==> src/rtl/sst_pkg.sv <==
// ----------------------------------------------------------------------------
// sst_pkg: shared types and constants for the sparse set table
// Holds the command, status and state codes, the controller/datapath
// interface structs and the default sizing constants.
// ----------------------------------------------------------------------------
package sst_pkg;

  // Default sizing
  localparam int DEF_ENTITIES  = 256;
  localparam int DEF_ELEM_BITS = 32;

  // Fixed field widths on the stream ports
  localparam int CMD_W    = 2;
  localparam int EID_W    = 8;
  localparam int DATA_W   = 32;
  localparam int STATUS_W = 2;
  localparam int SLOT_W   = 8;
  localparam int LIVE_W   = 9;
  localparam int IN_TDATA_W  = 48;
  localparam int OUT_TDATA_W = 56;

  // Operation codes
  typedef enum logic [CMD_W-1:0] {
    CMD_ALLOC = 2'd0,
    CMD_FREE  = 2'd1,
    CMD_READ  = 2'd2,
    CMD_WRITE = 2'd3
  } cmd_t;

  // Result status codes
  typedef enum logic [STATUS_W-1:0] {
    STAT_OK      = 2'd0,
    STAT_PRESENT = 2'd1,
    STAT_ABSENT  = 2'd2
  } status_t;

  // Controller states
  typedef enum logic [1:0] {
    S_IDLE,
    S_LOOK,
    S_READ
  } state_t;

  // Commands from controller to datapath
  typedef struct packed {
    logic capture;  // latch the input transfer, start lookups
    logic look_rd;  // fetch the entity's element
    logic commit;   // apply the update and load the result
    logic emit_rd;  // load the result of an element read
  } sst_ctl_t;

  // Status from datapath to controller
  typedef struct packed {
    logic need_read;  // current op is a successful element read
    logic out_free;   // result register can take a new result
  } sst_stat_t;

endpackage

==> src/rtl/sst_ctrl.sv <==
// ----------------------------------------------------------------------------
// sst_ctrl: operation sequencer
// Accepts one item, steps through lookup and optional element fetch, and
// hands the result to the output register once it is free.
// ----------------------------------------------------------------------------
module sst_ctrl
  import sst_pkg::*;
(
  input  logic      clk,
  input  logic      rst_n,
  input  logic      in_tvalid,
  output logic      in_tready,
  input  sst_stat_t stat,
  output sst_ctl_t  ctl
);

  state_t state_r;
  state_t state_nxt;

  // State register
  always_ff @(posedge clk) begin
    if (!rst_n) begin
      state_r <= S_IDLE;
    end else begin
      state_r <= state_nxt;
    end
  end

  // Next state and commands
  always_comb begin
    state_nxt = state_r;
    ctl       = '0;
    in_tready = 1'b0;
    case (state_r)
      S_IDLE: begin
        in_tready = 1'b1;
        if (in_tvalid) begin
          ctl.capture = 1'b1;
          state_nxt   = S_LOOK;
        end
      end
      S_LOOK: begin
        if (stat.need_read) begin
          ctl.look_rd = 1'b1;
          state_nxt   = S_READ;
        end else if (stat.out_free) begin
          ctl.commit = 1'b1;
          state_nxt  = S_IDLE;
        end
      end
      S_READ: begin
        if (stat.out_free) begin
          ctl.emit_rd = 1'b1;
          state_nxt   = S_IDLE;
        end
      end
      default: begin
        state_nxt = S_IDLE;
      end
    endcase
  end

endmodule

==> config.mk <==
export PLATFORM = sky130hd
export DESIGN_NAME = sst_ctrl
export DESIGN_NICKNAME = d
export VERILOG_FILES = /design/src/rtl/sst_pkg.sv /design/src/rtl/sst_ctrl.sv
export SDC_FILE = /design/constraint.sdc
export NUM_CORES = 1
export LEC_CHECK = 0
export BUFFER_PORTS_ARGS = -buffer_cell sky130_fd_sc_hd__buf_2
export CAP_MARGIN = 10
export CORE_AREA = 2 2 39 41
export DETAILED_ROUTE_END_ITERATION = 10
export DIE_AREA = 0 0 41 43
export HOLD_SLACK_MARGIN = 0.06
export PLACE_DENSITY = 0.31
export REMOVE_ABC_BUFFERS = 1
export SLEW_MARGIN = 15
export SYNTH_ARGS = -nofsm -noshare
export SYNTH_HDL_FRONTEND = slang
export SYNTH_SLANG_ARGS = --single-unit
==> constraint.sdc <==
create_clock -name clk -period 1 [get_ports clk]
set_input_delay 0.15 -clock clk [delete_from_list [all_inputs] [get_ports clk]]
set_output_delay 0.15 -clock clk [all_outputs]
set_load 0.05 [all_outputs]
==> results of run 1 <==
[stage by stage]
stage               worst slack (ns)  setup TNS [ns]
floorplan                      -1.01           -1.95
global placement             -0.0896         -0.0956
detailed placement           -0.0748         -0.0748
CTS                           -0.224          -0.718
global route                  -0.265          -0.850
finish                        -0.208          -0.576
[path summary, 6_finish.rpt]
check / startpoint / end / cells past startpoint
max: state_r[1]$_SDFFE_PN0P_ / ctl[1] / 2
min: rst_n / state_r[1]$_SDFFE_PN0P_ / 2
max reg2reg: state_r[0]$_SDFFE_PN0P_ / state_r[0]$_SDFFE_PN0P_ / 2
min reg2reg: state_r[1]$_SDFFE_PN0P_ / state_r[0]$_SDFFE_PN0P_ / 2
[layout make-up]
class	instances	area [sq um]	share of cell area, %
well taps	16	20.0	7.96
repair buffers	9	72.6	28.9
clock buffers	3	22.5	8.96
multi-input cells	11	93.8	37.3
flip-flops and latches	2	42.5	16.9
[where the power goes]
part / switching [mW] / internal, mW
clock network: 0.0419 / 0.132
logic: 0.0601 / 0.0414
registers: 0.00684 / 0.0861
total: 0.109 / 0.260
[repair_timing]
action	CTS	global route
gates resized for setup	12	2
pin swaps	1	0
setup buffers	0	0
setup endpoints to repair	5	5
[routing by layer]
| metal | up-vias | wire (um) |
|---|---|---|
| li1 | 71 | - |
| met3 | 0 | 71 |
| met2 | 10 | 135 |
| met4 | 0 | 0 |
| met5 | - | 0 |
| met1 | 58 | 153 |
[synth_stat cells]
master	count	area [sq um]
nor3b_1	1	7.51
a21oi_2	1	8.76
nand2b_1	2	12.5
dfxtp_1	2	40.0
or3b_1	1	8.76
nor2_1	1	3.75
and2_1	1	6.26
nor4bb_1	1	10.0
o21a_1	1	7.51
and3b_2	1	10.0
and3b_1	1	8.76
[logic make-up after synthesis]
family | Yosys count
flops | 2
simple gates | 9
compound gates | 2
[worst max-delay path, cell delays in order, from the launching register on]
cell and delay (ns):
dfxtp_2 0.33, nor4bb_2 0.26, buf_4 0.24
==> results_dict.tcl, run 1 <==
set metrics [dict create \
    grt_pass1_vias 139 \
    nNetsFinal 32 \
    required_ns 0.85 \
    ys_ff_latch 2 \
    final_cell_count_no_fill 41 \
    crit_path_start_kind "flip-flop" \
    dpl-instance-area_sq_um 189 \
    layout_setup_ws_ns -0.208 \
    layout_common_cells "buf_2 (4), buf_6 (4), clkbuf_4 (3)" \
    post-route-drc-count 0 \
    yosysUniqueCellTypes 11 \
    pwr_density_cell_nw_per_um2 1460 \
    grt_max_degree 8 \
    grt_pass1_wl_um 524 \
    area_growth_pct 103 \
    max_cap_viol_count 0 \
    violations "setup timing" \
    clock-skew-final_ns 0.00280 \
    crit_type "flip-flop to output port" \
    synthAdderAreaFrac_pct 0 \
    synth_xor_area_share_pct 0 \
    yosys_warnings 0 \
    fin_crit_ns 1.21 \
    hold_viol_final 0 \
    avgRoutedWirePerCell_um 8.78 \
    fillCellCount 169 \
    period_share_pct 121 \
    vias_per_cell 3.39 \
    antenna_found_initial 0 \
    peakVddDrop_uv 467 \
    leakage_nw 0.109 \
    busiest_layer "met4" \
    reg_top3 "state_r x2" \
    ant_nets 0 \
    crit_path_end_kind "output port" \
    insertion_delay_ns 0.22 \
    largest_register_ffs 2 \
    num_rows 14 \
    gp_congestion 0.570 \
    fmax_mhz 828 \
    final_max_slew_viol_count 0 \
    cts-htree-levels 1 \
    power_uw 368 \
    dp_hpwl_um 286 \
    cts_hold_buf 0 \
    regMostFlops "state_r" \
    finalHoldWorstSlack_ns 0.164 \
    final_layout_size_suffix_gt1_share_pct 76.0 \
    grt.total_usage_pct 5.01 \
    synthMuxAreaShare_pct 0 \
    portBuffers 9 \
    synth_cells 13 \
    hold_path.class "primary input to flip-flop" \
    diodes 0 \
    synth_top_family_by_area "simple AND/OR/NAND/NOR gates" \
    yosysSeqAreaShare_pct 32.3 \
    worstPathMaxFanout 6 \
    cts-root-buf "clkbuf_4" \
    status "finished with violations" \
    r2r_setup_slack_ns 0.05 \
    grtUsageMet1_pct 6.07 \
    tightest_slew_ns 0.210 \
    die_area_sq_um 1760 \
    ctsLongestPathBuffers 2 \
    wl_um 360 \
    grt-ovfl-total 0 \
    ios 10 \
    cts_buffers 3 \
    die_h_um 43 \
    postLayoutCoreUtil_pct 18.2 \
    syn_area_sq_um 124 \
    rsz0062_at_grt "yes" \
    slew_headroom_pct 85.8 \
    num_vias 139 \
    clkSlewWorstSetupHoldPaths_ns 0.03 \
    synth_compound_area_share_pct 13.1 \
    core_area_sq_um 1380 \
    initial_core_util_pct 8.95 \
    setup_viol 5 \
    dieWidth_um 41 \
    synth-simple-area-share_pct 54.5 \
    met2_usage_pct 5.00 \
    final_cell_area_sq_um 251 \
    clkSinkCount 2 \
    synth_area_per_cell_sq_um 9.53 \
    initialDrtViolationCount 1 \
    met3_usage_pct 1.57 \
    cts_tree "yes" \
    cp.arrival_ns 1.06 \
    drt-pass1-iter-count 2 \
    dp_cells 38 \
]
Power figures use the tool's default switching activity.
==> run 2: changes to the inputs <==
- SETUP_SLACK_MARGIN: not set -> 0.3
==> results_dict.tcl, run 2 (same netlist as run 1, synthesis figures left out) <==
set metrics [dict create \
    period_share_pct 121 \
    violations "setup timing" \
    reg_top3 "state_r x2" \
    initialDrtViolationCount 3 \
    ant_nets 0 \
    largest_register_ffs 2 \
    cts_tree "yes" \
    crit_path_end_kind "output port" \
    cts_buffers 3 \
    setup_viol 5 \
    layout_common_cells "buf_2 (4), buf_6 (4), clkbuf_4 (3)" \
    tightest_slew_ns 0.210 \
    rsz0062_at_grt "yes" \
    crit_type "flip-flop to output port" \
    vias_per_cell 3.39 \
    final_max_slew_viol_count 0 \
    initial_core_util_pct 8.95 \
    crit_path_start_kind "flip-flop" \
    max_cap_viol_count 0 \
    cpPeakStageDelay_ns 0.33 \
    grt_pass1_vias 139 \
    core_area_sq_um 1380 \
    grt_max_degree 8 \
    num_vias 139 \
    fmax_mhz 829 \
    hold_path.class "primary input to flip-flop" \
    regMostFlops "state_r" \
    area_growth_pct 105 \
    layout_setup_ws_ns -0.206 \
    cts-root-buf "clkbuf_4" \
    post-route-drc-count 0 \
    peakVddDrop_uv 459 \
    hold_viol_final 0 \
    tns_ns -0.573 \
    die_h_um 43 \
    clock-skew-final_ns 0.00263 \
    fillCellCount 169 \
    cts_setup_buffers 0 \
    cts-htree-levels 1 \
    antenna_found_initial 0 \
    dp_cells 38 \
    cp.arrival_ns 1.06 \
    final_layout_size_suffix_gt1_share_pct 76.0 \
    clkSlewWorstSetupHoldPaths_ns 0.03 \
    power_uw 368 \
    required_ns 0.85 \
    cp_cell_sequence "nor4bb_2 > buf_4" \
    dieWidth_um 41 \
    num_rows 14 \
    gp_congestion 0.570 \
    leakage_nw 0.110 \
    die_area_sq_um 1760 \
    ios 10 \
    grt-ovfl-total 0 \
    final_cell_count_no_fill 41 \
    diodes 0 \
    wl_um 365 \
    insertion_delay_ns 0.22 \
    pwr_density_cell_nw_per_um2 1450 \
    postLayoutCoreUtil_pct 18.4 \
    portBuffers 9 \
    dp_hpwl_um 286 \
    status "finished with violations" \
    slew_headroom_pct 85.8 \
    fin_crit_ns 1.21 \
    grt.total_usage_pct 5.01 \
    worstPathMaxFanout 6 \
    nNetsFinal 32 \
    cp_top_family "flip-flops" \
    cp_num_buf_inv 1 \
    ctsLongestPathBuffers 2 \
    avgRoutedWirePerCell_um 8.90 \
    drt-pass1-iter-count 2 \
    clkSinkCount 2 \
    grt_pass1_wl_um 524 \
    slowest_stage "dfxtp_2" \
]
[run 2: layer usage]
| layer | GRT usage [%] | vias up | wire, um |
|---|---|---|---|
| li1 | - | 71 | - |
| met1 | 6.07 | 58 | 158 |
| met2 | 5.00 | 10 | 135 |
| met3 | 1.57 | 0 | 71 |
| met4 | 8.00 | 0 | 0 |
| met5 | 0 | - | 0 |
[run 2: worst paths after layout]
path                                               from                 endpoint  slack, ns  depth (start not counted)
worst max-delay path            state_r[1]$_SDFFE_PN0P_                   ctl[1]      -0.21                          2
worst max register to register  state_r[0]$_SDFFE_PN0P_  state_r[0]$_SDFFE_PN0P_       0.08                          2
worst min-delay path                              rst_n  state_r[1]$_SDFFE_PN0P_       0.17                          2
worst min register to register  state_r[1]$_SDFFE_PN0P_  state_r[0]$_SDFFE_PN0P_       0.57                          2
[run 2: metrics by stage]
step | setup WS [ns] | hold slack [ns] | instance area (sq um)
2_1_floorplan | -1.01 | 0.268 | 124
3_3_place_gp | -0.0896 | 0.395 | 189
3_5_place_dp | -0.0748 | 0.392 | 189
4_1_cts | -0.224 | 0.157 | 248
5_1_grt | -0.265 | 0.170 | 254
6_report | -0.206 | 0.166 | 254
[run 2: worst register-to-register path, cell delays in order, from the launching register on]
cell and delay (ns):
dfxtp_4 0.36, or3b_1 0.36, a21oi_2 0.13
[run 2: layout make-up]
type                            count  area [sq um]  area share [%]
Clock buffer                        3          22.5            8.87
Tap cell                           16          20.0            7.88
Timing Repair Buffer                9          72.6            28.6
Sequential cell                     2          45.0            17.7
Multi-Input combinational cell     11          93.8            36.9
[run 2: where the power goes]
part	leakage (nW)	internal, mW	total [mW]	switching (mW)
clock network	0.0138	0.132	0.174	0.0421
logic	0.0784	0.0415	0.102	0.0604
registers	0.0175	0.0850	0.0918	0.00686
total	0.110	0.259	0.368	0.109
[run 2: timing repair]
item / CTS / global route
setup endpoints to repair: 7 / 7
cloned: 0 / 0
gates resized for setup: 12 / 3
pin swaps: 3 / 0
hold buffers: 0 / 0
==> run 3: changes to the inputs <==
- CTS_BUF_LIST: not set -> sky130_fd_sc_hd__clkbuf_2
==> results_dict.tcl, run 3 (same netlist as run 1, synthesis figures left out) <==
set metrics [dict create \
    violations "setup timing" \
    core_area_sq_um 1380 \
    diodes 0 \
    slew_headroom_pct 85.8 \
    reg_top3 "state_r x2" \
    dp_hpwl_um 286 \
    pwr-share-clk_pct 38.7 \
    area_growth_pct 99.0 \
    slowest_stage "dfxtp_2" \
    dieWidth_um 41 \
    seqCellArea_sq_um 45.0 \
    cts_setup_buffers 0 \
    wl_um 362 \
    internal_power_uw 206 \
    leakage_nw 0.108 \
    num_vias 139 \
    cp_top_family "flip-flops" \
    clkSlewWorstSetupHoldPaths_ns 0.03 \
    p_sw_uw 109 \
    die_h_um 43 \
    nNetsFinal 32 \
    peakVddDrop_uv 400 \
    cts-htree-levels 1 \
    antenna_found_initial 0 \
    largest_register_ffs 2 \
    avgRoutedWirePerCell_um 8.83 \
    grt-ovfl-total 0 \
    final_max_slew_viol_count 0 \
    required_ns 0.85 \
    vias_per_cell 3.39 \
    ios 10 \
    rsz0062_at_grt "yes" \
    cts_tree "yes" \
    crit_path_end_kind "output port" \
    initial_core_util_pct 8.95 \
    cts_hold_buf 0 \
    layout_common_cells "buf_2 (4), buf_6 (4), clkbuf_2 (3)" \
    multiInputGateArea_sq_um 93.8 \
    cts_buffers 3 \
    finalHoldWorstSlack_ns 0.199 \
    hold_path.class "primary input to flip-flop" \
    setup_viol 4 \
    grt_pass1_vias 139 \
    clkSinkCount 2 \
    ctsLongestPathBuffers 2 \
    crit_type "flip-flop to output port" \
    combinationalPowerShare_pct 32.2 \
    grt_pass1_wl_um 524 \
    regMostFlops "state_r" \
    cp.arrival_ns 1.02 \
    grt.total_usage_pct 5.01 \
    cpPeakStageDelay_ns 0.33 \
    final_layout_size_suffix_gt1_share_pct 76.0 \
    hold_viol_final 0 \
    gp_congestion 0.570 \
    grt_max_degree 8 \
    drt-pass1-iter-count 2 \
    ant_nets 0 \
    pwr_density_cell_nw_per_um2 1280 \
    max_cap_viol_count 0 \
    cts-root-buf "clkbuf_2" \
    portBuffers 9 \
    post-route-drc-count 0 \
    clock-skew-final_ns 0.00276 \
    insertion_delay_ns 0.19 \
    fmax_mhz 852 \
    cp_num_buf_inv 1 \
    num_rows 14 \
    status "finished with violations" \
    fin_crit_ns 1.17 \
    seq_power_share_pct 29.1 \
    postLayoutCoreUtil_pct 17.8 \
    fillCellCount 168 \
    period_share_pct 117 \
    worstPathMaxFanout 6 \
    p_sw_share_pct 34.7 \
    layout_setup_ws_ns -0.173 \
    tightest_slew_ns 0.210 \
    crit_path_start_kind "flip-flop" \
    cp_cell_sequence "nor4bb_2 > buf_4" \
    initialDrtViolationCount 1 \
    die_area_sq_um 1760 \
]
run 3: cell count changes in the layout (fill, tap and decap cells not counted):
cell      previous run  this run
clkbuf_2             0         3
clkbuf_4             3         0
run 3: timing repair:
action | 4_1_cts | 5_1_grt
setup endpoints to repair | 7 | 7
endpoints found under the hold margin | 0 | 0
pin swaps | 2 | 0
gates resized for setup | 12 | 3
run 3: layout make-up:
cell class / count / share of cell area, %
Multi-Input combinational cell: 11 / 38.1
Timing Repair Buffer: 9 / 29.4
Sequential cell: 2 / 18.3
Tap cell: 16 / 8.12
Clock buffer: 3 / 6.09
run 3: through the flow:
stage | worst slack (ns) | cells | instance area (sq um) | TNS (ns) | total power [mW]
after floorplan | -1.01 | 13 | 124 | -1.95 | 0.151
after global placement | -0.0896 | 38 | 189 | -0.0956 | 0.176
after detailed placement | -0.0748 | 38 | 189 | -0.0748 | 0.176
after CTS | -0.197 | 41 | 240 | -0.581 | 0.328
after global routing | -0.238 | 41 | 246 | -0.717 | 0.341
final | -0.173 | 41 | 246 | -0.436 | 0.316
run 3: power by group through the flow:
stage / registers, mW / logic, mW / clock network, mW
final: 0.0918 / 0.102 / 0.122
after CTS: 0.0919 / 0.101 / 0.135
after detailed placement: 0.0916 / 0.0842 / 0
after global routing: 0.0928 / 0.108 / 0.141
after floorplan: 0.0901 / 0.0610 / 0
after global placement: 0.0911 / 0.0849 / 0
run 3: path summary, 6_finish.rpt:
| check | start | end | slack, ns | depth (start not counted) |
|---|---|---|---|---|
| worst min register to register | state_r[1]$_SDFFE_PN0P_ | state_r[0]$_SDFFE_PN0P_ | 0.57 | 2 |
| worst min-delay path | rst_n | state_r[1]$_SDFFE_PN0P_ | 0.20 | 2 |
| worst max register to register | state_r[0]$_SDFFE_PN0P_ | state_r[0]$_SDFFE_PN0P_ | 0.08 | 2 |
| worst max-delay path | state_r[1]$_SDFFE_PN0P_ | ctl[1] | -0.17 | 2 |
run 3: layer usage:
metal | vias up | wire, um | GRT usage [%]
met2 | 10 | 133 | 5.00
li1 | 71 | - | -
met3 | 0 | 71 | 1.57
met1 | 58 | 157 | 6.07
met5 | - | 0 | 0
met4 | 0 | 0 | 8.00
